[src/hw/rtl/ctw_addr_unit.sv]
// Registered row * COLUMNS + column, shared by every single-cell access and the
// cursor position report; init, clear and scroll sweeps use their own counter.
module ctw_addr_unit #(
  parameter int COLUMNS = 80,
  parameter int AW      = 11
) (
  input  logic          clk_i,
  input  logic [7:0]    row_i,
  input  logic [7:0]    col_i,
  output logic [AW-1:0] addr_o
);

  logic [15:0]   lin;
  logic [AW-1:0] addr_q;

  assign lin = 16'(row_i) * 16'(COLUMNS) + 16'(col_i);

  always_ff @(posedge clk_i) begin
    addr_q <= lin[AW-1:0];
  end

  assign addr_o = addr_q;

endmodule

[config.mk]
export PLATFORM = sky130hd
export DESIGN_NAME = ctw_addr_unit
export DESIGN_NICKNAME = d
export VERILOG_FILES = /design/src/hw/rtl/ctw_addr_unit.sv
export SDC_FILE = /design/constraint.sdc
export NUM_CORES = 1
export LEC_CHECK = 0
export ABC_CLOCK_PERIOD_IN_PS = 3400
export BUFFER_PORTS_ARGS = -buffer_cell sky130_fd_sc_hd__buf_2
export CAP_MARGIN = 10
export CORE_AREA = 10 10 47 49
export DETAILED_ROUTE_END_ITERATION = 16
export DIE_AREA = 0 0 57 59
export GPL_ROUTABILITY_DRIVEN = 1
export PLACE_DENSITY = 0.73
export SETUP_SLACK_MARGIN = 0.15
export SYNTH_ARGS = -nofsm -noshare
export SYNTH_HDL_FRONTEND = slang
export SYNTH_SLANG_ARGS = --single-unit
[constraint.sdc]
create_clock -name clk_i -period 3.4 [get_ports clk_i]
set_input_delay 0.51 -clock clk_i [delete_from_list [all_inputs] [get_ports clk_i]]
set_output_delay 0.51 -clock clk_i [all_outputs]
set_load 0.03 [all_outputs]
==> results.md, run 1 <==
* Post-Syn Area at 547 um^2
* Crit Path Category: in -> reg
* Final hold vios at 0
* Root Driver: clkbuf_4
* Maximum VDD drop at 0.182 mV
* Yosys Warn Count at 0
* Primary FF master, synth: dfxtp_1
* Layout cells sized above 1 at 0.382
* Reg clk slew, reported paths at 70 ps
* Die Ht at 59 um
* First-pass GRT wire length at 2060 um
* LEAKAGE at 0.000385 uW
* Initial Util at 0.390
* Final TNS setup at 0 ps
* Synth area leaders: dfxtp_1, ha_1, xnor2_1, fa_1, xor2_1
* Core ar. at 1400 um^2
* Slew @ Worst Pin at 256 ps
* Antenna Cells at 0
* Ratio of final minimum period to clock period at 0.575
* CP endpoint: addr_o[9]$_DFF_P_
* CTS tree: built
* Clock power frac at 0.209
* Yosys reg bits at 11
* CTS Buf Count at 3
* Via count at 420
* # clock sinks at 11
* Max FFs per register at 11
* Clock H-tree levels at 1
* DIE AREA at 3360 um^2
* Dpl cell area at 697 um^2
* Post-synth EDFFs at 0
* Avg Cell Area, Syn at 11.9 um^2
* Initial DRC count at 0
* Grt total ovfl at 0
* Vias in the first global route at 493
* Seq/Total Area, Yosys at 0.403
* HPWL Detailed at 1010 um
* Required time of the critical path at 3550 ps
* Commonest cells in the netlist: dfxtp_1, ha_1, xnor2_1
* Max_slew headroom at 0.830
* Antenna violations before repair at 0
* Crit. Startpoint: row_i[1]
* Residual DRC count at 0
* Startpoint types: input port
* Hold WC Path Type: in -> reg
* Cell internal pwr at 262 uW
* Nets at 107
* Area growth, synth to finish at 32.3%
* IO Count at 28
* Power per cell area at 570 nW/um^2
* Cell taking the most area after synthesis: dfxtp_1
* Clock period minus worst slack at 1960 ps
* Psw at 151 uW
* Maximum fanout along the worst path at 4
* Pre-antenna DRT Iters at 1
* Post-synth net total at 76
* Largest net degree at the start of global routing at 7
* Kind of end point of the critical path: register
* Max Cap Viol at 0
* Share of power burned in registers at 0.390
* Synth async-reset ratio at 0
* Post-Route WL at 1160 um
* Tot GR Track Use at 0.0777
* Multi-input logic area at 312 um^2
* Die width at 57 um
* Routed Antenna Nets at 0
* Reg area at 220 um^2
* Synth cell types at 11
* Port Buffers at 26
* Highest clock rate at 511 MHz
* Net Sw Frac at 0.366
* Final setup viols at 0
* CP Data Arrival Time at 2100 ps
* Hold Buf Count CTS at 0
* Post-synth top area share at 0.403
* Design Area, Final at 723 um^2
* # fillers at 147
* Status: completed
* Comb power frac at 0.401
* Longest Clk Path Bufs at 2
* RSZ-0062 raised after global routing: no
* # rows at 14
* Vias per Instance at 4.57
* Final GP Congestion at 0.685
* PostCTS Resize Cnt at 0
* Setup bufs post-CTS at 0
* Instance count of the mapped netlist at 46
* Max-slew violation count at 0
* WL/cell at 12.6 um
-- critical path, stage by stage --
cell	delay (ps)
buf_2	130
ha_1	280
ha_1	160
inv_1	60
fa_1	610
nand2b_1	130
o22ai_1	80
xnor2_1	140
-- power by group through the flow --
stage	Clock (uW)	Combinational, uW	Sequential (uW)
2_1_floorplan	0	59.3	223
3_3_place_gp	0	163	164
3_5_place_dp	0	166	165
4_1_cts	89.5	168	161
5_1_grt	97.1	182	164
6_report	86.3	165	161
-- per-stage QoR --
stage	total power [uW]	hold slack, ps	instances	util	setup slack [ps]
CTS	419	340	92	0.516	1440
detailed placement	331	616	88	0.497	1180
global placement	327	614	88	0.497	1230
finish	413	346	92	0.516	1440
floorplan	283	538	46	-	1420
global route	443	337	92	0.516	1350
-- routing by layer --
metal	global-route usage	up-vias	routed length, um
met3	0.0322	2	114
met5	0	-	0
li1	-	214	-
met1	0.0817	180	496
met4	0.0604	0	8
met2	0.121	24	541
-- how the worst min path moves through the flow --
stage | start | end | slack [ps] | cells past startpoint
2_1_floorplan | col_i[0] | addr_o[0]$_DFF_P_ | 540 | 0
3_3_place_gp | col_i[1] | addr_o[1]$_DFF_P_ | 610 | 1
3_5_place_dp | col_i[2] | addr_o[2]$_DFF_P_ | 620 | 1
4_1_cts | col_i[0] | addr_o[0]$_DFF_P_ | 340 | 1
5_1_grt | col_i[3] | addr_o[3]$_DFF_P_ | 340 | 1
6_report | col_i[0] | addr_o[0]$_DFF_P_ | 350 | 1
-- cells in the final DEF (no fill, tap or decap), drive strengths merged --
cell type	count
ha	11
a21o	3
clkbuf	4
buf	26
xor2	4
o22ai	1
dfxtp	11
nor3	1
xnor2	5
fa	2
nand2b	1
inv	4
a21oi	3
-- cell families (layout without fill, tap and decap cells) --
| group | Yosys count | in the layout | synth area share |
|---|---|---|---|
| flip-flops | 11 | 11 | 0.403 |
| adder cells (fa/ha/maj) | 13 | 13 | 0.325 |
| XOR/XNOR | 9 | 9 | 0.144 |
| buffers and inverters | 4 | 34 | 0.0275 |
| AND/OR/NAND/NOR | 2 | 2 | 0.0206 |
| AO/OA/AOI/OAI | 7 | 7 | 0.0801 |
-- area by class of cell --
type | count | share of cell area
Inverter | 4 | 0.0208
Sequential cell | 11 | 0.304
Timing Repair Buffer | 26 | 0.180
Multi-Input combinational cell | 31 | 0.431
Tap cell | 16 | 0.0277
Clock buffer | 4 | 0.0363
(Power assumes the default switching activity.)
==> inputs of run 2 (changes only) <==
Settings changed: ABC_CLOCK_PERIOD_IN_PS 3400 to 1800, CORE_AREA 10 10 47 49 to not set, CORE_MARGIN set to 10, CORE_UTILIZATION set to 38, DIE_AREA 0 0 57 59 to not set, PLACE_DENSITY 0.73 to 0.71.
Clock period 3.4 ns to 1.8 ns, I/O delays scaled along.
==> results.md, run 2 (synthesized netlist as in run 1, its figures left out) <==
* Status: completed
* Setup bufs post-CTS at 0
* Antenna violations before repair at 0
* Longest Clk Path Bufs at 2
* Area growth, synth to finish at 42.1%
* PostCTS Resize Cnt at 0
* CP Data Arrival Time at 1730 ps
* CP bufs+invs at 2
* CP endpoint: addr_o[9]$_DFF_P_
* Clock H-tree levels at 1
* Via count at 430
* Crit Path Category: in -> reg
* Place WS at -65.3 ps
* Pre-antenna DRT Iters at 1
* Grt total ovfl at 0
* Most Frequent Cell on Critical Path: ha_4
* Max FFs per register at 11
* Hold Buf Count CTS at 0
* # fillers at 134
* Antenna Cells at 0
* Ratio of final minimum period to clock period at 0.880
* Core ar. at 1330 um^2
* RSZ-0062 raised after global routing: no
* Port Buffers at 26
* Highest clock rate at 632 MHz
* LEAKAGE at 0.000404 uW
* Max Cap Viol at 0
* Residual DRC count at 0
* Vias per Instance at 4.53
* Required time of the critical path at 1940 ps
* WL/cell at 11.4 um
* Crit. Startpoint: row_i[3]
* Final GP Congestion at 0.665
* Maximum VDD drop at 0.318 mV
* Routed Antenna Nets at 0
* Crit-path slowest cell: fa_1
* # rows at 13
* Nets at 111
* Post-Route Utilization at 0.583
* Multi-input logic area at 337 um^2
* Final setup viols at 0
* CTS tree: built
* Crit path depth at 8
* Max-slew violation count at 0
* First-pass GRT wire length at 1750 um
* IO Count at 28
* Slew @ Worst Pin at 221 ps
* CTS Buf Count at 3
* HPWL Detailed at 993 um
* Clock period minus worst slack at 1580 ps
* CP peak stage delay at 480 ps
* Die width at 57.9 um
* Tot GR Track Use at 0.0665
* Die Ht at 57.9 um
* Fin cells at 95
* Layout cells sized above 1 at 0.450
* Crit-path leading delay family: adder cells
* Startpoint types: input port
* Final TNS setup at 0 ps
* Vias in the first global route at 438
* Initial Util at 0.410
* Most frequent cells in the layout: buf_2, dfxtp_1, ha_1
* CP cell instances: buf_2, ha_4, ha_4, inv_2, fa_1, nand2b_1, o22ai_1, xnor2_1
* Placed insts at 91
* # clock sinks at 11
* Setup ws final at 216 ps
* Most common cell after layout, fill and taps aside: buf_2
* Root Driver: clkbuf_4
* Largest net degree at the start of global routing at 7
* Power per cell area at 1020 nW/um^2
* Max_slew headroom at 0.852
* Reg clk slew, reported paths at 60 ps
* Reg area at 220 um^2
* Hold WC Path Type: in -> reg
* Post-Route WL at 1080 um
* Maximum fanout along the worst path at 4
* Final hold vios at 0
* Initial DRC count at 0
* Kind of end point of the critical path: register
* DIE AREA at 3360 um^2
-- run 2: cell count changes in the layout (fill, tap and decap cells not counted), sizes merged --
cell,previous run,this run
buf,26,30
-- run 2: worst min-delay path by stage --
stage / end / start / slack (ps) / cells past startpoint
after floorplan: addr_o[0]$_DFF_P_ / col_i[0] / 300 / 0
after global routing: addr_o[3]$_DFF_P_ / col_i[3] / 90 / 1
after global placement: addr_o[2]$_DFF_P_ / col_i[2] / 370 / 1
final: addr_o[2]$_DFF_P_ / col_i[2] / 110 / 1
after detailed placement: addr_o[2]$_DFF_P_ / col_i[2] / 370 / 1
after CTS: addr_o[2]$_DFF_P_ / col_i[2] / 100 / 1
-- run 2: metal layers --
| metal | vias up | GRT usage | part of all wire |
|---|---|---|---|
| met5 | - | 0 | 0 |
| met4 | 0 | 0.0403 | 0.0056 |
| met3 | 2 | 0.0501 | 0.16 |
| met2 | 26 | 0.103 | 0.44 |
| met1 | 175 | 0.0615 | 0.40 |
| li1 | 227 | - | - |
-- run 2: report_power, final --
part / internal (uW) / leakage, uW / switching (uW)
Sequential: 296 / 0.0000928 / 8.93
Combinational: 130 / 0.000296 / 201
Clock: 85.4 / 0.0000150 / 69.7
-- run 2: final cells by class --
cell class | count | share of cell area
repair buffers | 30 | 0.206
flip-flops and latches | 11 | 0.283
well taps | 15 | 0.0242
clock buffers | 4 | 0.0338
inverters | 4 | 0.0193
multi-input cells | 31 | 0.433
-- run 2: metrics by stage --
| stage | instance area, um^2 | total power (uW) | hold slack, ps |
|---|---|---|---|
| finish | 777 | 791 | 111 |
| global route | 777 | 852 | 92.7 |
| CTS | 777 | 809 | 99.5 |
| detailed placement | 751 | 646 | 374 |
| global placement | 751 | 640 | 374 |
| floorplan | 572 | 540 | 298 |
